## src/hw/rtl/rwa_pkg.sv

```systemverilog
`timescale 1ns / 1ps
`default_nettype none

package rwa_pkg;

    localparam int RING_SLOTS = 60;
    localparam int SLOT_W     = 6;
    localparam int RAIN_W     = 10;
    localparam int HOUR_W     = 5;
    localparam int SUM_W      = 16;
    localparam int STAMP_W    = 12;
    localparam int TEN_W      = 14;
    localparam int CFG_IDX_W  = 2;

    localparam logic [SLOT_W-1:0]  LAST_SLOT   = SLOT_W'(RING_SLOTS - 1);
    localparam logic [HOUR_W-1:0]  CLEAR_HOUR  = HOUR_W'(20);
    localparam logic [STAMP_W-1:0] STAMP_SCALE = STAMP_W'(100);
    localparam logic [SUM_W:0]     SUM_MAX     = (SUM_W+1)'(RING_SLOTS * 1023);

    localparam logic [CFG_IDX_W-1:0] REG_HOUR_THR = CFG_IDX_W'(0);
    localparam logic [CFG_IDX_W-1:0] REG_DAY_THR  = CFG_IDX_W'(1);

    typedef enum logic [1:0] {
        ALU_ADD = 2'b01,
        ALU_SUB = 2'b10
    } alu_op_t;

    typedef struct packed {
        logic               flag;
        logic [STAMP_W-1:0] stamp;
    } alarm_stat_t;

    typedef struct packed {
        logic [TEN_W-1:0]   sum_ten;
        logic [SUM_W-1:0]   sum_sixty;
        logic [SUM_W-1:0]   peak_sixty;
        logic [STAMP_W-1:0] peak_time;
        logic [STAMP_W-1:0] hour_alarm_time;
        logic [STAMP_W-1:0] day_alarm_time;
        logic               hour_alarm;
        logic               day_alarm;
        logic [SUM_W-1:0]   day_total;
    } out_word_t;

endpackage

`default_nettype wire

```

## src/hw/rtl/rwa_if.sv

```systemverilog
`timescale 1ns / 1ps
`default_nettype none

interface rwa_in_if;
    logic                       valid;
    logic                       ready;
    logic [rwa_pkg::RAIN_W-1:0] minute_rain;
    logic [rwa_pkg::HOUR_W-1:0] clock_hour;
    logic [rwa_pkg::SLOT_W-1:0] clock_minute;

    modport source (output valid, minute_rain, clock_hour, clock_minute, input ready);
    modport sink   (input valid, minute_rain, clock_hour, clock_minute, output ready);
endinterface

interface rwa_out_if;
    logic                        valid;
    logic                        ready;
    logic [rwa_pkg::TEN_W-1:0]   sum_ten;
    logic [rwa_pkg::SUM_W-1:0]   sum_sixty;
    logic [rwa_pkg::SUM_W-1:0]   peak_sixty;
    logic [rwa_pkg::STAMP_W-1:0] peak_time;
    logic [rwa_pkg::STAMP_W-1:0] hour_alarm_time;
    logic [rwa_pkg::STAMP_W-1:0] day_alarm_time;
    logic                        hour_alarm;
    logic                        day_alarm;
    logic                        buzzer_on;
    logic [rwa_pkg::SUM_W-1:0]   day_total;

    modport source (output valid, sum_ten, sum_sixty, peak_sixty, peak_time,
                    hour_alarm_time, day_alarm_time, hour_alarm, day_alarm,
                    buzzer_on, day_total, input ready);
    modport sink   (input valid, sum_ten, sum_sixty, peak_sixty, peak_time,
                    hour_alarm_time, day_alarm_time, hour_alarm, day_alarm,
                    buzzer_on, day_total, output ready);
endinterface

interface rwa_cfg_if;
    logic                          valid;
    logic                          ready;
    logic [rwa_pkg::CFG_IDX_W-1:0] index;
    logic [rwa_pkg::SUM_W-1:0]     data;

    modport source (output valid, index, data, input ready);
    modport sink   (input valid, index, data, output ready);
endinterface

`default_nettype wire

```

## src/hw/rtl/rwa_ring.sv

```systemverilog
`timescale 1ns / 1ps
`default_nettype none

module rwa_ring
(
    input  wire logic                       clk,
    input  wire logic                       rst_n,
    input  wire logic                       wr_en,
    input  wire logic [rwa_pkg::SLOT_W-1:0] wr_addr,
    input  wire logic [rwa_pkg::RAIN_W-1:0] wr_data,
    input  wire logic [rwa_pkg::SLOT_W-1:0] rd_addr,
    output logic      [rwa_pkg::RAIN_W-1:0] rd_data
);

    logic [rwa_pkg::RAIN_W-1:0]     mem [rwa_pkg::RING_SLOTS];
    logic [rwa_pkg::RING_SLOTS-1:0] valid_reg;
    logic [rwa_pkg::RAIN_W-1:0]     mem_rd_reg;
    logic                           vld_rd_reg;

    always_ff @(posedge clk)
    begin
        if (wr_en)
        begin
            mem[wr_addr] <= wr_data;
        end
        mem_rd_reg <= mem[rd_addr];
    end

    // slot never written reads as zero
    always_ff @(posedge clk or negedge rst_n)
    begin
        if (!rst_n)
        begin
            valid_reg  <= '0;
            vld_rd_reg <= 1'b0;
        end
        else
        begin
            if (wr_en)
            begin
                valid_reg[wr_addr] <= 1'b1;
            end
            vld_rd_reg <= valid_reg[rd_addr];
        end
    end

    assign rd_data = vld_rd_reg ? mem_rd_reg : '0;

endmodule

`default_nettype wire

```

## src/hw/rtl/rwa_alu.sv

```systemverilog
`timescale 1ns / 1ps
`default_nettype none

module rwa_alu
(
    input  wire rwa_pkg::alu_op_t          op,
    input  wire logic [rwa_pkg::SUM_W-1:0] a,
    input  wire logic [rwa_pkg::SUM_W-1:0] b,
    output logic      [rwa_pkg::SUM_W:0]   result
);

    always_comb
    begin
        unique case (op)
            rwa_pkg::ALU_ADD: result = {1'b0, a} + {1'b0, b};
            rwa_pkg::ALU_SUB: result = {1'b0, a} - {1'b0, b};
            default:          result = '0;
        endcase
    end

endmodule

`default_nettype wire

```

## src/hw/rtl/rwa_alarm.sv

```systemverilog
`timescale 1ns / 1ps
`default_nettype none

module rwa_alarm
#(
    parameter int HOLD_MINUTES = 20
)
(
    input  wire logic                        clk,
    input  wire logic                        rst_n,
    input  wire logic                        step,
    input  wire logic                        hit,
    input  wire logic [rwa_pkg::STAMP_W-1:0] stamp,
    output rwa_pkg::alarm_stat_t             stat
);

    localparam int CNT_W = $clog2(HOLD_MINUTES + 2);

    logic                        flag_reg, flag_next;
    logic [CNT_W-1:0]            cnt_reg, cnt_next;
    logic [rwa_pkg::STAMP_W-1:0] stamp_reg, stamp_next;

    // a trigger restarts the hold; flag drops once the count passes the hold time
    always_comb
    begin
        flag_next  = flag_reg;
        cnt_next   = cnt_reg;
        stamp_next = stamp_reg;
        if (step)
        begin
            if (hit)
            begin
                flag_next  = 1'b1;
                cnt_next   = '0;
                stamp_next = stamp;
            end
            if (flag_next)
            begin
                cnt_next = cnt_next + CNT_W'(1);
                if (cnt_next > CNT_W'(HOLD_MINUTES))
                begin
                    flag_next = 1'b0;
                end
            end
        end
    end

    always_ff @(posedge clk or negedge rst_n)
    begin
        if (!rst_n)
        begin
            flag_reg  <= 1'b0;
            cnt_reg   <= '0;
            stamp_reg <= '0;
        end
        else
        begin
            flag_reg  <= flag_next;
            cnt_reg   <= cnt_next;
            stamp_reg <= stamp_next;
        end
    end

    assign stat.flag  = flag_reg;
    assign stat.stamp = stamp_reg;

endmodule

`default_nettype wire

```

## src/hw/rtl/rain_window_alarm_top.sv

```systemverilog
`timescale 1ns / 1ps
`default_nettype none

// channel   dir  handshake     payload
// in_ch     in   valid/ready   minute_rain, clock_hour, clock_minute
// out_ch    out  valid/ready   sums, peak, alarm stamps and flags, day_total
// cfg_ch    in   valid/ready   index, data (threshold writes)
//
// Each accepted minute runs S_OLD, S_ADD, S_DAY, S_WALK, S_DRAIN, S_DONE, S_PUT before the next accept:
// the SHORT_SPAN-slot window (10 at default) is walked one ring read per cycle through a single adder.
// in_ch.ready is high only while the sequencer is idle; cfg_ch.ready is always high.
// Reset clears the ring through per-slot valid bits at once: no clearing pass.
// A stalled out_ch holds the last result; the next word waits in the final step.

module rain_window_alarm_top
#(
    parameter int SHORT_SPAN   = 10,
    parameter int HOLD_MINUTES = 20
)
(
    input  wire logic  clk,
    input  wire logic  rst_n,
    rwa_in_if.sink     in_ch,
    rwa_out_if.source  out_ch,
    rwa_cfg_if.sink    cfg_ch
);

    localparam int WALK_W = $clog2(SHORT_SPAN + 1);

    typedef enum logic [7:0] {
        S_IDLE  = 8'b0000_0001,
        S_OLD   = 8'b0000_0010,
        S_ADD   = 8'b0000_0100,
        S_DAY   = 8'b0000_1000,
        S_WALK  = 8'b0001_0000,
        S_DRAIN = 8'b0010_0000,
        S_DONE  = 8'b0100_0000,
        S_PUT   = 8'b1000_0000
    } state_t;

    state_t state_reg, state_next;

    logic [rwa_pkg::SUM_W-1:0]   hour_thr_reg, day_thr_reg;
    logic [rwa_pkg::RAIN_W-1:0]  rain_reg, rain_next;
    logic [rwa_pkg::HOUR_W-1:0]  hour_reg, hour_next;
    logic [rwa_pkg::SLOT_W-1:0]  minute_reg, minute_next;
    logic [rwa_pkg::STAMP_W-1:0] stamp_reg, stamp_next;
    logic [rwa_pkg::SLOT_W-1:0]  slot_reg, slot_next;
    logic [WALK_W-1:0]           walk_reg, walk_next;
    logic                        pend_reg, pend_next;
    logic [rwa_pkg::SUM_W-1:0]   sum10_reg, sum10_next;
    logic [rwa_pkg::SUM_W-1:0]   sum60_reg, sum60_next;
    logic [rwa_pkg::SUM_W-1:0]   day_reg, day_next;
    logic [rwa_pkg::SUM_W-1:0]   peak_reg, peak_next;
    logic [rwa_pkg::STAMP_W-1:0] peak_stamp_reg, peak_stamp_next;
    logic                        out_valid_reg, out_valid_next;
    rwa_pkg::out_word_t          out_reg, out_next;

    logic                        in_fire, out_free, alarm_step;
    logic [rwa_pkg::SLOT_W-1:0]  in_minute;
    logic [rwa_pkg::SLOT_W-1:0]  rd_addr;
    logic [rwa_pkg::RAIN_W-1:0]  rd_data;
    logic                        wr_en;
    rwa_pkg::alu_op_t            alu_op;
    logic [rwa_pkg::SUM_W-1:0]   alu_a, alu_b;
    logic [rwa_pkg::SUM_W:0]     alu_res;
    rwa_pkg::alarm_stat_t        hour_stat, day_stat;

    assign in_fire   = in_ch.valid && in_ch.ready;
    assign out_free  = !out_valid_reg || out_ch.ready;
    assign in_minute = (in_ch.clock_minute > rwa_pkg::LAST_SLOT) ? rwa_pkg::LAST_SLOT
                                                                 : in_ch.clock_minute;
    assign in_ch.ready  = (state_reg == S_IDLE);
    assign cfg_ch.ready = 1'b1;

    always_ff @(posedge clk or negedge rst_n)
    begin
        if (!rst_n)
        begin
            hour_thr_reg <= '1;
            day_thr_reg  <= '1;
        end
        else if (cfg_ch.valid && cfg_ch.ready)
        begin
            unique case (cfg_ch.index)
                rwa_pkg::REG_HOUR_THR: hour_thr_reg <= cfg_ch.data;
                rwa_pkg::REG_DAY_THR:  day_thr_reg  <= cfg_ch.data;
                default: ;
            endcase
        end
    end

    assign rd_addr = (state_reg == S_IDLE) ? in_minute : slot_reg;
    assign wr_en   = (state_reg == S_OLD);

    rwa_ring u_ring
    (
        .clk     (clk),
        .rst_n   (rst_n),
        .wr_en   (wr_en),
        .wr_addr (minute_reg),
        .wr_data (rain_reg),
        .rd_addr (rd_addr),
        .rd_data (rd_data)
    );

    // shared adder operand routing
    always_comb
    begin
        alu_op = rwa_pkg::ALU_ADD;
        alu_a  = sum10_reg;
        alu_b  = rwa_pkg::SUM_W'(rd_data);
        unique case (state_reg)
            S_OLD:
            begin
                alu_op = rwa_pkg::ALU_SUB;
                alu_a  = sum60_reg;
            end
            S_ADD:
            begin
                alu_a = sum60_reg;
                alu_b = rwa_pkg::SUM_W'(rain_reg);
            end
            S_DAY:
            begin
                alu_a = day_reg;
                alu_b = rwa_pkg::SUM_W'(rain_reg);
            end
            default: ;
        endcase
    end

    rwa_alu u_alu
    (
        .op     (alu_op),
        .a      (alu_a),
        .b      (alu_b),
        .result (alu_res)
    );

    assign alarm_step = (state_reg == S_DONE);

    rwa_alarm #(.HOLD_MINUTES(HOLD_MINUTES)) u_hour_alarm
    (
        .clk   (clk),
        .rst_n (rst_n),
        .step  (alarm_step),
        .hit   (sum60_reg >= hour_thr_reg),
        .stamp (stamp_reg),
        .stat  (hour_stat)
    );

    rwa_alarm #(.HOLD_MINUTES(HOLD_MINUTES)) u_day_alarm
    (
        .clk   (clk),
        .rst_n (rst_n),
        .step  (alarm_step),
        .hit   (day_reg >= day_thr_reg),
        .stamp (stamp_reg),
        .stat  (day_stat)
    );

    always_comb
    begin
        state_next      = state_reg;
        rain_next       = rain_reg;
        hour_next       = hour_reg;
        minute_next     = minute_reg;
        stamp_next      = stamp_reg;
        slot_next       = slot_reg;
        walk_next       = walk_reg;
        pend_next       = pend_reg;
        sum10_next      = sum10_reg;
        sum60_next      = sum60_reg;
        day_next        = day_reg;
        peak_next       = peak_reg;
        peak_stamp_next = peak_stamp_reg;
        out_next        = out_reg;
        out_valid_next  = out_valid_reg && !out_ch.ready;

        unique case (state_reg)
            S_IDLE:
            begin
                if (in_fire)
                begin
                    rain_next   = in_ch.minute_rain;
                    hour_next   = in_ch.clock_hour;
                    minute_next = in_minute;
                    stamp_next  = rwa_pkg::STAMP_W'(in_ch.clock_hour) * rwa_pkg::STAMP_SCALE
                                  + rwa_pkg::STAMP_W'(in_minute);
                    state_next  = S_OLD;
                end
            end
            S_OLD:
            begin
                // drop the old slot contents from the running hour sum
                sum60_next = alu_res[rwa_pkg::SUM_W-1:0];
                state_next = S_ADD;
            end
            S_ADD:
            begin
                sum60_next = alu_res[rwa_pkg::SUM_W-1:0];
                state_next = S_DAY;
            end
            S_DAY:
            begin
                day_next   = alu_res[rwa_pkg::SUM_W] ? '1 : alu_res[rwa_pkg::SUM_W-1:0];
                slot_next  = minute_reg;
                walk_next  = '0;
                pend_next  = 1'b0;
                sum10_next = '0;
                state_next = S_WALK;
            end
            S_WALK:
            begin
                if (pend_reg)
                begin
                    sum10_next = alu_res[rwa_pkg::SUM_W-1:0];
                end
                pend_next = 1'b1;
                slot_next = (slot_reg == '0) ? rwa_pkg::LAST_SLOT
                                             : slot_reg - rwa_pkg::SLOT_W'(1);
                walk_next = walk_reg + WALK_W'(1);
                if (walk_reg == WALK_W'(SHORT_SPAN - 1))
                begin
                    state_next = S_DRAIN;
                end
            end
            S_DRAIN:
            begin
                sum10_next = alu_res[rwa_pkg::SUM_W-1:0];
                state_next = S_DONE;
            end
            S_DONE:
            begin
                if (sum60_reg > peak_reg)
                begin
                    peak_next       = sum60_reg;
                    peak_stamp_next = stamp_reg;
                end
                state_next = S_PUT;
            end
            S_PUT:
            begin
                if (out_free)
                begin
                    out_next.sum_ten         = sum10_reg[rwa_pkg::TEN_W-1:0];
                    out_next.sum_sixty       = sum60_reg;
                    out_next.peak_sixty      = peak_reg;
                    out_next.peak_time       = peak_stamp_reg;
                    out_next.hour_alarm_time = hour_stat.stamp;
                    out_next.day_alarm_time  = day_stat.stamp;
                    out_next.hour_alarm      = hour_stat.flag;
                    out_next.day_alarm       = day_stat.flag;
                    out_next.day_total       = day_reg;
                    out_valid_next           = 1'b1;
                    if (hour_reg == rwa_pkg::CLEAR_HOUR && minute_reg == '0)
                    begin
                        day_next = '0;
                    end
                    state_next = S_IDLE;
                end
            end
            default:
            begin
                state_next = S_IDLE;
            end
        endcase
    end

    always_ff @(posedge clk or negedge rst_n)
    begin
        if (!rst_n)
        begin
            state_reg      <= S_IDLE;
            walk_reg       <= '0;
            pend_reg       <= 1'b0;
            sum60_reg      <= '0;
            day_reg        <= '0;
            peak_reg       <= '0;
            peak_stamp_reg <= '0;
            out_valid_reg  <= 1'b0;
        end
        else
        begin
            state_reg      <= state_next;
            walk_reg       <= walk_next;
            pend_reg       <= pend_next;
            sum60_reg      <= sum60_next;
            day_reg        <= day_next;
            peak_reg       <= peak_next;
            peak_stamp_reg <= peak_stamp_next;
            out_valid_reg  <= out_valid_next;
        end
    end

    always_ff @(posedge clk)
    begin
        rain_reg   <= rain_next;
        hour_reg   <= hour_next;
        minute_reg <= minute_next;
        stamp_reg  <= stamp_next;
        slot_reg   <= slot_next;
        sum10_reg  <= sum10_next;
        out_reg    <= out_next;
    end

    assign out_ch.valid           = out_valid_reg;
    assign out_ch.sum_ten         = out_reg.sum_ten;
    assign out_ch.sum_sixty       = out_reg.sum_sixty;
    assign out_ch.peak_sixty      = out_reg.peak_sixty;
    assign out_ch.peak_time       = out_reg.peak_time;
    assign out_ch.hour_alarm_time = out_reg.hour_alarm_time;
    assign out_ch.day_alarm_time  = out_reg.day_alarm_time;
    assign out_ch.hour_alarm      = out_reg.hour_alarm;
    assign out_ch.day_alarm       = out_reg.day_alarm;
    assign out_ch.buzzer_on       = out_reg.hour_alarm || out_reg.day_alarm;
    assign out_ch.day_total       = out_reg.day_total;

    a_busy_after_accept: assert property (@(posedge clk) disable iff (!rst_n)
        in_fire |=> !in_ch.ready)
        else $error("input accepted while sequencer busy");

    a_sum60_range: assert property (@(posedge clk) disable iff (!rst_n)
        {1'b0, sum60_reg} <= rwa_pkg::SUM_MAX)
        else $error("running hour sum out of range");

    a_walk_bound: assert property (@(posedge clk) disable iff (!rst_n)
        walk_reg <= WALK_W'(SHORT_SPAN))
        else $error("window walk overran");

    a_alarm_rise: assert property (@(posedge clk) disable iff (!rst_n)
        $rose(hour_stat.flag) || $rose(day_stat.flag) |-> $past(state_reg == S_DONE))
        else $error("alarm set outside update step");

    a_put_loads: assert property (@(posedge clk) disable iff (!rst_n)
        (state_reg == S_PUT) && out_free |=> out_valid_reg && (state_reg == S_IDLE))
        else $error("result not loaded");

endmodule

`default_nettype wire
```

## src/flat_wrapper.sv

```systemverilog
// flat-port wrapper written by rule: the top's interface ports become plain ports
module rain_window_alarm_top_flat 
#(
    parameter int SHORT_SPAN   = 10,
    parameter int HOLD_MINUTES = 20
)
  (clk, rst_n, in_ch_valid, in_ch_minute_rain, in_ch_clock_hour, in_ch_clock_minute, in_ch_ready, out_ch_valid, out_ch_sum_ten, out_ch_sum_sixty, out_ch_peak_sixty, out_ch_peak_time, out_ch_hour_alarm_time, out_ch_day_alarm_time, out_ch_hour_alarm, out_ch_day_alarm, out_ch_buzzer_on, out_ch_day_total, out_ch_ready, cfg_ch_valid, cfg_ch_index, cfg_ch_data, cfg_ch_ready);
  rwa_in_if in_ch_i ();
  rwa_out_if out_ch_i ();
  rwa_cfg_if cfg_ch_i ();
  input  wire logic clk;
  input  wire logic rst_n;
  input wire logic [$bits(in_ch_i.valid)-1:0] in_ch_valid;
  input wire logic [$bits(in_ch_i.minute_rain)-1:0] in_ch_minute_rain;
  input wire logic [$bits(in_ch_i.clock_hour)-1:0] in_ch_clock_hour;
  input wire logic [$bits(in_ch_i.clock_minute)-1:0] in_ch_clock_minute;
  output wire logic [$bits(in_ch_i.ready)-1:0] in_ch_ready;
  output wire logic [$bits(out_ch_i.valid)-1:0] out_ch_valid;
  output wire logic [$bits(out_ch_i.sum_ten)-1:0] out_ch_sum_ten;
  output wire logic [$bits(out_ch_i.sum_sixty)-1:0] out_ch_sum_sixty;
  output wire logic [$bits(out_ch_i.peak_sixty)-1:0] out_ch_peak_sixty;
  output wire logic [$bits(out_ch_i.peak_time)-1:0] out_ch_peak_time;
  output wire logic [$bits(out_ch_i.hour_alarm_time)-1:0] out_ch_hour_alarm_time;
  output wire logic [$bits(out_ch_i.day_alarm_time)-1:0] out_ch_day_alarm_time;
  output wire logic [$bits(out_ch_i.hour_alarm)-1:0] out_ch_hour_alarm;
  output wire logic [$bits(out_ch_i.day_alarm)-1:0] out_ch_day_alarm;
  output wire logic [$bits(out_ch_i.buzzer_on)-1:0] out_ch_buzzer_on;
  output wire logic [$bits(out_ch_i.day_total)-1:0] out_ch_day_total;
  input wire logic [$bits(out_ch_i.ready)-1:0] out_ch_ready;
  input wire logic [$bits(cfg_ch_i.valid)-1:0] cfg_ch_valid;
  input wire logic [$bits(cfg_ch_i.index)-1:0] cfg_ch_index;
  input wire logic [$bits(cfg_ch_i.data)-1:0] cfg_ch_data;
  output wire logic [$bits(cfg_ch_i.ready)-1:0] cfg_ch_ready;
  assign in_ch_i.valid = in_ch_valid;
  assign in_ch_i.minute_rain = in_ch_minute_rain;
  assign in_ch_i.clock_hour = in_ch_clock_hour;
  assign in_ch_i.clock_minute = in_ch_clock_minute;
  assign in_ch_ready = in_ch_i.ready;
  assign out_ch_valid = out_ch_i.valid;
  assign out_ch_sum_ten = out_ch_i.sum_ten;
  assign out_ch_sum_sixty = out_ch_i.sum_sixty;
  assign out_ch_peak_sixty = out_ch_i.peak_sixty;
  assign out_ch_peak_time = out_ch_i.peak_time;
  assign out_ch_hour_alarm_time = out_ch_i.hour_alarm_time;
  assign out_ch_day_alarm_time = out_ch_i.day_alarm_time;
  assign out_ch_hour_alarm = out_ch_i.hour_alarm;
  assign out_ch_day_alarm = out_ch_i.day_alarm;
  assign out_ch_buzzer_on = out_ch_i.buzzer_on;
  assign out_ch_day_total = out_ch_i.day_total;
  assign out_ch_i.ready = out_ch_ready;
  assign cfg_ch_i.valid = cfg_ch_valid;
  assign cfg_ch_i.index = cfg_ch_index;
  assign cfg_ch_i.data = cfg_ch_data;
  assign cfg_ch_ready = cfg_ch_i.ready;
  rain_window_alarm_top #(.SHORT_SPAN(SHORT_SPAN), .HOLD_MINUTES(HOLD_MINUTES)) u_core (.clk(clk), .rst_n(rst_n), .in_ch(in_ch_i), .out_ch(out_ch_i), .cfg_ch(cfg_ch_i));
endmodule
```

## config.mk

```make
export PLATFORM = sky130hd
export DESIGN_NAME = rain_window_alarm_top_flat
export DESIGN_NICKNAME = d
export VERILOG_FILES = /design/src/hw/rtl/rwa_pkg.sv /design/src/hw/rtl/rwa_if.sv /design/src/hw/rtl/rwa_ring.sv /design/src/hw/rtl/rwa_alu.sv /design/src/hw/rtl/rwa_alarm.sv /design/src/hw/rtl/rain_window_alarm_top.sv /design/src/flat_wrapper.sv
export SDC_FILE = /design/constraint.sdc
export NUM_CORES = 1
export LEC_CHECK = 0
export ABC_AREA = 1
export BUFFER_PORTS_ARGS = -buffer_cell sky130_fd_sc_hd__buf_2
export CORE_ASPECT_RATIO = 2
export CORE_MARGIN = 4
export CORE_UTILIZATION = 55
export CTS_CLUSTER_SIZE = 16
export DETAILED_ROUTE_END_ITERATION = 16
export PLACE_DENSITY = 0.72
export SLEW_MARGIN = 20
export SYNTH_ARGS = -nofsm -noshare
export SYNTH_HDL_FRONTEND = slang
export SYNTH_SLANG_ARGS = --single-unit
```

## constraint.sdc

```tcl
create_clock -name clk -period 9 [get_ports clk]
set_clock_uncertainty 0.15 [all_clocks]
set_input_delay 2.25 -clock clk [delete_from_list [all_inputs] [get_ports clk]]
set_output_delay 2.25 -clock clk [all_outputs]
set_load 0.01 [all_outputs]
```

==> results of run 1 <==
[worst max-delay path, stage by stage]
cell                       delay (ns)
sky130_fd_sc_hd__buf_2           0.14
sky130_fd_sc_hd__nand2_1         0.07
sky130_fd_sc_hd__nor2_1          0.06
sky130_fd_sc_hd__nor2_1          0.10
sky130_fd_sc_hd__nand2_1         0.13
sky130_fd_sc_hd__nand2_4         0.53
sky130_fd_sc_hd__buf_12          0.52
sky130_fd_sc_hd__buf_4           0.63
sky130_fd_sc_hd__nand2_1         0.13
sky130_fd_sc_hd__nand2_1         0.11
sky130_fd_sc_hd__nand2_1         0.06
sky130_fd_sc_hd__o211ai_1        0.14
sky130_fd_sc_hd__nand3_1         0.36
sky130_fd_sc_hd__nand2_1         0.20
sky130_fd_sc_hd__nand3_1         0.09
sky130_fd_sc_hd__nand2_1         0.07
[synthesized netlist by cell type (all sizes together) (33+ instances only)]
cell type  number  area share
inv           422       0.038
a21oi          85       0.010
edfxtp        753        0.54
buf           116       0.016
nand2        1128        0.10
o211ai        127       0.023
dfrtp         170        0.10
clkbuf         63      0.0056
nor2          217       0.021
ha             94       0.028
dfstp          33       0.021
nand3         313       0.039
o21ai         257       0.031
[final timing paths]
kind | to | slack, ns | cells past startpoint
min in group asynchronous | u_core.u_hour_alarm.stamp_reg[10]$_DFFE_PN0P_ | 1.44 | 1
min reg2reg | u_core.out_ch.hour_alarm_time[9]$_DFFE_PP_ | 0.29 | 0
max reg2reg | u_core.day_reg[3]$_DFFE_PN0P_ | 3.91 | 23
max in group asynchronous | u_core.peak_reg[0]$_DFFE_PN0P_ | 5.80 | 2
max | u_core.u_ring.mem_rd_reg[5]$_DFF_P_ | 3.67 | 16
min | u_core.out_ch.hour_alarm_time[9]$_DFFE_PP_ | 0.29 | 0
[cell families after synthesis]
kind of cell | Yosys count | share of synthesized area
compound gates | 494 | 0.06823
xor+xnor | 37 | 0.007680
fa+ha+maj | 97 | 0.02930
buf+inv | 602 | 0.05945
flops | 966 | 0.6620
other cells | 1 | 0.00008887
simple gates | 1740 | 0.1733
[placed cells by master, fill, tap and decap left out, types with 16 or more instances in the layout]
cell type,n
sky130_fd_sc_hd__ha_1,94
sky130_fd_sc_hd__inv_1,417
sky130_fd_sc_hd__clkinv_2,17
sky130_fd_sc_hd__o21ai_1,28
sky130_fd_sc_hd__dfstp_2,33
sky130_fd_sc_hd__buf_2,145
sky130_fd_sc_hd__or2_2,31
sky130_fd_sc_hd__a21oi_1,84
sky130_fd_sc_hd__nand3_1,301
sky130_fd_sc_hd__dfrtp_1,170
sky130_fd_sc_hd__o211ai_1,127
sky130_fd_sc_hd__clkbuf_16,86
sky130_fd_sc_hd__buf_4,42
sky130_fd_sc_hd__nand4_1,16
sky130_fd_sc_hd__xor2_1,25
sky130_fd_sc_hd__edfxtp_1,753
sky130_fd_sc_hd__nor2_2,22
sky130_fd_sc_hd__o21ai_0,224
sky130_fd_sc_hd__nor2_1,190
sky130_fd_sc_hd__nand2_1,1112
[routing by layer]
layer,vias to the layer above,share of wire,track usage
met5,-,0.00042,0
met4,2,0.10,0.2233
met2,1271,0.52,0.4936
met1,13890,0.32,0.2828
li1,13430,-,-
met3,420,0.066,0.04886
[through the flow]
step	worst slack, ns	hold WS (ns)
2_1_floorplan	2.544	0.2708
3_3_place_gp	3.172	0.2771
3_5_place_dp	3.150	0.2802
4_1_cts	3.818	0.2949
6_report	3.674	0.2943
5_1_grt	3.381	0.3081
[where the power goes]
group          internal (W)  total, W  switching [W]
registers           0.00532   0.00557       0.000250
logic               0.00177   0.00623        0.00447
clock network       0.00213   0.00372        0.00159
total               0.00922    0.0155        0.00631
[layout make-up]
| type | count | area (µm²) |
|---|---|---|
| fill | 5972 | 29400 |
| sequential | 966 | 27930 |
| multi-input combinational | 2369 | 11860 |
| clock buffer | 104 | 2270 |
| inverter | 423 | 1598 |
| tap | 1015 | 1270 |
| timing repair buffer | 194 | 1171 |
| clock inverter | 47 | 531.8 |
| antenna | 1 | 2.502 |
==> impl_metrics.sql, run 1 <==
INSERT INTO impl_metrics (metric_group, metric, value, unit) VALUES
('final_layout', 'final_core_util', '0.6133', ''),
('timing', 'max_slew_margin', '0.2447', ''),
('cts', 'cts_buffer_depth', '3', ''),
('timing', 'hold_viol', '0', ''),
('final_layout', 'post-route-cell-area', '46640', 'µm²'),
('critical_path', 'r2r-start', 'u_core.state_reg[6]$_DFFE_PN0P_', ''),
('synthesis', 'seq_cells_post_synth', '966', ''),
('timing', 'report.final.setup_viol', '0', ''),
('route', 'drc_errors', '0', ''),
('placed_design', 'detailed_place.area', '43810', 'µm²'),
('die', 'die_width', '203.9', 'µm'),
('critical_path', 'critical_path.endpoint_type', 'register', ''),
('synthesis', 'yosysUniqueCellTypes', '57', ''),
('synthesis', 'synth-async-reset-ratio', '0.2101', ''),
('cts', 'insertion_delay', '0.67', 'ns'),
('synthesis', 'netlist_area', '42200', 'µm²'),
('timing', 'grt_setup_unrepaired', 'no', ''),
('critical_path', 'cp.arrival', '5.79', 'ns'),
('route', 'drt_iter0_markers', '2483', ''),
('timing', 'fin_setup_tns', '0', 'ns'),
('cts', 'cts_hold_buffers', '0', ''),
('timing', 'timing.final.crit_period', '5.326', 'ns'),
('cts', 'cts_num_sinks', '966', ''),
('synthesis', 'syn_area_per_cell', '10.72', 'µm²'),
('final_layout', 'areaGrowthSynthToFinish', '10.52', '%'),
('synthesis', 'syn_inst', '3937', ''),
('worst_hold_path', 'hold_path_startpoint', 'u_core.u_hour_alarm.stamp_reg[9]$_DFFE_PN0P_', ''),
('synthesis', 'net_count_synth', '4078', ''),
('final_layout', 'layout-drive-gt1-share', '0.1097', ''),
('cts', 'cts.htree.levels', '3', ''),
('route', 'final_antenna_net_count', '0', ''),
('grt', 'grt_antenna_before_repair', '2', ''),
('die', 'die_y', '399.7', 'µm'),
('placed_design', 'place.port_buffers', '146', ''),
('timing', 'drv_slew', '0', ''),
('timing', 'max_slew.worst_pin.slew', '1.129', 'ns'),
('route', 'average_via_count_per_standard_cell', '5.667', ''),
('synthesis', 'synth-edff-count', '753', ''),
('placed_design', 'hpwl', '74980', 'µm'),
('placed_design', 'routability_congestion_estimate', '1.017', ''),
('grt', 'global_route_wire_length_before_repair', '170000', 'µm'),
('placed_design', 'post-place-cells', '4967', ''),
('pwr', 'cellLeakagePower', '18.96', 'nW'),
('pwr', 'total_power_divided_by_cell_area', '332.8', 'nW/µm²'),
('pwr', 'p_total', '0.01552', 'W'),
('synthesis', 'synth.yosys.seq_area_share', '0.6620', ''),
('cts', 'clk_pin_slew', '0.07', 'ns'),
('synthesis', 'synth_flop_cell', 'sky130_fd_sc_hd__edfxtp_1', ''),
('die', 'initial_utilization', '0.5549', ''),
('route', 'drt_first_pass_iters', '6', ''),
('final_layout', 'final_nets', '4177', ''),
('cts', 'tritoncts', 'yes', ''),
('synthesis', 'yosysWarningCount', '0', ''),
('run_status', 'run_status', 'completed', ''),
('run', 'max_cap_violations', '0', ''),
('timing', 'clock.fmax', '0.1878', 'GHz'),
('critical_path', 'critPathMaxFanout', '159', ''),
('grt', 'grt_start_max_net_pins', '166', ''),
('pwr', 'vdd.ir_drop.worst', '0.2749', 'mV'),
('cts', 'cts_setup_buffers', '0', ''),
('critical_path', 'setup.worst_path.class', 'in -> reg', ''),
('route', 'finalWirelength', '112600', 'µm'),
('cts', 'cts-root-buf', 'sky130_fd_sc_hd__clkbuf_16', ''),
('critical_path', 'worst_path_required_time', '9.47', 'ns'),
('critical_path', 'setup.worst_path.start_class', 'input pin', ''),
('route', 'route.vias.total', '29010', ''),
('worst_hold_path', 'timing.hold.worst.class', 'reg -> reg', ''),
('cts', 'cts_repair_resize_count', '0', ''),
('cts', 'cts_made_buffers', '82', ''),
('grt', 'number_of_global_route_vias_before_repair', '28810', ''),
('die', 'core.rowCount', '143', ''),
('final_layout', 'largest_register_ff_count', '600', ''),
('final_layout', 'final_cells', '5119', ''),
('critical_path', 'crit_start', 'in_ch_clock_minute[3]', ''),
('grt', 'track_usage', '0.2774', ''),
('timing', 'fin_crit_sh', '0.5918', ''),
('grt', 'gr-total-overflow', '0', ''),
('route', 'routedWlPerCell', '21.99', 'µm'),
('die', 'boundaryPins', '148', ''),
('die', 'design.core.area', '76040', 'µm²'),
('die', 'die_area', '81490', 'µm²');
Note: power is estimated with default switching activity, not from simulation.
==> run 2, diff against run 1 <==
Clock period 9 ns to 5.24 ns, I/O delays scaled along.
==> run 2 against run 1 <==
Cell area up 0.23%. Routed wire length down 2.6%. Register-to-register slack got worse by 3.3 ns. Final cell count grew 0.18%. Hold slack gained 0.0019 ns. Die area unchanged. Total power rose by 72%. Sequential power grew 72%. Core utilization increased by 0.14 points. Count of clock-buffer cells in the layout is 5 lower. Clock power is 69% higher. Critical path type is now reg -> reg.
==> impl_metrics.sql, run 2 (synthesis gave the netlist of run 1 again) <==
INSERT INTO impl_metrics (metric_group, metric, value, unit) VALUES
('final_layout', 'layout-drive-gt1-share', '0.1107', ''),
('die', 'die_y', '399.7', 'µm'),
('die', 'die_area', '81490', 'µm²'),
('timing', 'timing.final.crit_period', '4.611', 'ns'),
('cts', 'insertion_delay', '0.67', 'ns'),
('worst_hold_path', 'timing.hold.worst.class', 'reg -> reg', ''),
('cts', 'cts_setup_buffers', '0', ''),
('die', 'die_width', '203.9', 'µm'),
('pwr', 'total_power_divided_by_cell_area', '571.8', 'nW/µm²'),
('route', 'drc_errors', '0', ''),
('final_layout', 'final_cells', '5128', ''),
('placed_design', 'place.port_buffers', '146', ''),
('grt', 'grt_antenna_before_repair', '1', ''),
('timing', 'max_slew_margin', '0.2653', ''),
('grt', 'number_of_global_route_vias_before_repair', '28060', ''),
('grt', 'grt_start_max_net_pins', '117', ''),
('cts', 'cts.htree.levels', '3', ''),
('cts', 'cts_repair_resize_count', '0', ''),
('route', 'route.vias.total', '28520', ''),
('critical_path', 'setup.worst_path.class', 'reg -> reg', ''),
('critical_path', 'cp.arrival', '5.06', 'ns'),
('die', 'initial_utilization', '0.5549', ''),
('route', 'drt_first_pass_iters', '7', ''),
('final_layout', 'final_nets', '4187', ''),
('cts', 'clk_pin_slew', '0.06', 'ns'),
('timing', 'grt_setup_unrepaired', 'no', ''),
('grt', 'global_route_wire_length_before_repair', '164900', 'µm'),
('cts', 'cts_num_sinks', '966', ''),
('placed_design', 'post-place-cells', '4975', ''),
('placed_design', 'hpwl', '74380', 'µm'),
('critical_path', 'crit_start', 'u_core.state_reg[0]$_DFFE_PN1P_', ''),
('die', 'core.rowCount', '143', ''),
('cts', 'cts-root-buf', 'sky130_fd_sc_hd__clkbuf_16', ''),
('timing', 'clock.fmax', '0.2169', 'GHz'),
('timing', 'hold_viol', '0', ''),
('pwr', 'p_total', '0.02673', 'W'),
('final_layout', 'layout_commonest_cell', 'sky130_fd_sc_hd__nand2_1', ''),
('timing', 'fin_setup_tns', '0', 'ns'),
('route', 'routedWlPerCell', '21.38', 'µm'),
('timing', 'report.final.setup_viol', '0', ''),
('route', 'final_antenna_net_count', '0', ''),
('pwr', 'vdd.ir_drop.worst', '0.3085', 'mV'),
('route', 'finalWirelength', '109600', 'µm'),
('worst_hold_path', 'hold_path_startpoint', 'u_core.peak_stamp_reg[1]$_DFFE_PN0P_', ''),
('critical_path', 'worst_path_required_time', '5.69', 'ns'),
('critical_path', 'critPathMaxFanout', '18', ''),
('cts', 'cts_buffer_depth', '3', ''),
('die', 'boundaryPins', '148', ''),
('critical_path', 'critical_path.endpoint_type', 'register', ''),
('timing', 'drv_slew', '0', ''),
('cts', 'cts_made_buffers', '83', ''),
('final_layout', 'largest_register_ff_count', '600', ''),
('route', 'average_via_count_per_standard_cell', '5.561', ''),
('pwr', 'cellLeakagePower', '19.00', 'nW'),
('run_status', 'run_status', 'completed', ''),
('cts', 'tritoncts', 'yes', ''),
('final_layout', 'most_used_cells_in_the_layout_excluding_fill_and_tap_cells', '1113 x sky130_fd_sc_hd__nand2_1, 753 x sky130_fd_sc_hd__edfxtp_1, 417 x sky130_fd_sc_hd__inv_1', ''),
('final_layout', 'layout.filler_cells', '5963', ''),
('timing', 'max_slew.worst_pin.slew', '1.098', 'ns'),
('die', 'design.core.area', '76040', 'µm²'),
('timing', 'fin_crit_sh', '0.8799', ''),
('route', 'drt_iter0_markers', '2468', ''),
('run', 'max_cap_violations', '0', ''),
('cts', 'cts_hold_buffers', '0', ''),
('critical_path', 'r2r-start', 'u_core.state_reg[0]$_DFFE_PN1P_', ''),
('final_layout', 'areaGrowthSynthToFinish', '10.78', '%'),
('placed_design', 'routability_congestion_estimate', '0.9565', ''),
('grt', 'track_usage', '0.2687', ''),
('grt', 'gr-total-overflow', '0', ''),
('critical_path', 'setup.worst_path.start_class', 'register', '');
[run 2: cell count changes in the layout (fill, tap and decap cells not counted), sizes merged]
cell      previous run  this run
buf                194       203
bufinv              12        10
clkbuf             104        99
clkinvlp             1         5
clkinv              33        32
inv                424       427
diode                1         2
[run 2: layout make-up]
cell class	count	area, µm²	share of cell area
timing repair buffer	203	1351	0.02891
clock inverter	51	545.5	0.01167
inverter	423	1598	0.03418
tap	1015	1270	0.02717
clock buffer	99	2200	0.04706
multi-input combinational	2369	11840	0.2533
antenna	2	5.005	0.0001071
sequential	966	27930	0.5976
[run 2: final timing paths]
check	slack [ns]	endpoint	depth (start not counted)
max	0.63	u_core.day_reg[3]$_DFFE_PN0P_	24
min	0.30	u_core.out_ch.peak_time[1]$_DFFE_PP_	0
max reg2reg	0.63	u_core.day_reg[3]$_DFFE_PN0P_	24
min reg2reg	0.30	u_core.out_ch.peak_time[1]$_DFFE_PP_	0
max in group asynchronous	3.33	u_core.u_ring.valid_reg[50]$_DFFE_PN0P_	2
min in group asynchronous	0.54	u_core.u_hour_alarm.stamp_reg[7]$_DFFE_PN0P_	1
[run 2: routing by layer]
layer	wire, µm	share of wire	track usage	vias to the layer above
li1	-	-	-	13450
met1	37040	0.34	0.2813	13680
met2	57380	0.52	0.4894	1073
met3	5526	0.050	0.03252	313
met4	9678	0.088	0.2000	2
met5	9	0.000082	0	-
[run 2: where the power goes]
part           switching (W)  internal (W)  leakage, nW
Clock                0.00276       0.00352         1.35
Combinational        0.00767       0.00320         8.15
Sequential          0.000457       0.00913         9.51
[run 2: critical path, cell delays in order (launching register included)]
cell and delay, ns:
sky130_fd_sc_hd__dfstp_2 0.55, sky130_fd_sc_hd__inv_1 0.05, sky130_fd_sc_hd__nand2_1 0.12, sky130_fd_sc_hd__nor2_1 0.08, sky130_fd_sc_hd__nand2_4 0.19, sky130_fd_sc_hd__nand2_8 0.12, sky130_fd_sc_hd__inv_1 0.09, sky130_fd_sc_hd__nand3_1 0.07
sky130_fd_sc_hd__o21ai_1 0.15, sky130_fd_sc_hd__inv_1 0.11, sky130_fd_sc_hd__ha_1 0.29, sky130_fd_sc_hd__nand2_1 0.07, sky130_fd_sc_hd__o21ai_0 0.16, sky130_fd_sc_hd__fa_1 0.48, sky130_fd_sc_hd__inv_1 0.07, sky130_fd_sc_hd__nand3_1 0.06
sky130_fd_sc_hd__nand2_1 0.11, sky130_fd_sc_hd__a21oi_1 0.14, sky130_fd_sc_hd__o21ai_0 0.30, sky130_fd_sc_hd__nand2_1 0.14, sky130_fd_sc_hd__a21oi_1 0.22, sky130_fd_sc_hd__nand3_2 0.43, sky130_fd_sc_hd__nand3_1 0.24, sky130_fd_sc_hd__nand2_1 0.08
sky130_fd_sc_hd__nand2_1 0.06
[run 2: metrics by stage]
stage	hold slack [ns]	instance area, µm²	util	setup WS, ns
finish	0.2962	46740	0.6147	0.6292
global route	0.3042	46740	0.6146	0.2659
CTS	0.2958	46710	0.6143	0.6368
detailed placement	0.2814	43970	0.5782	0.6609
global placement	0.2816	43960	0.5781	0.7150
floorplan	0.2708	42210	-	0.9805
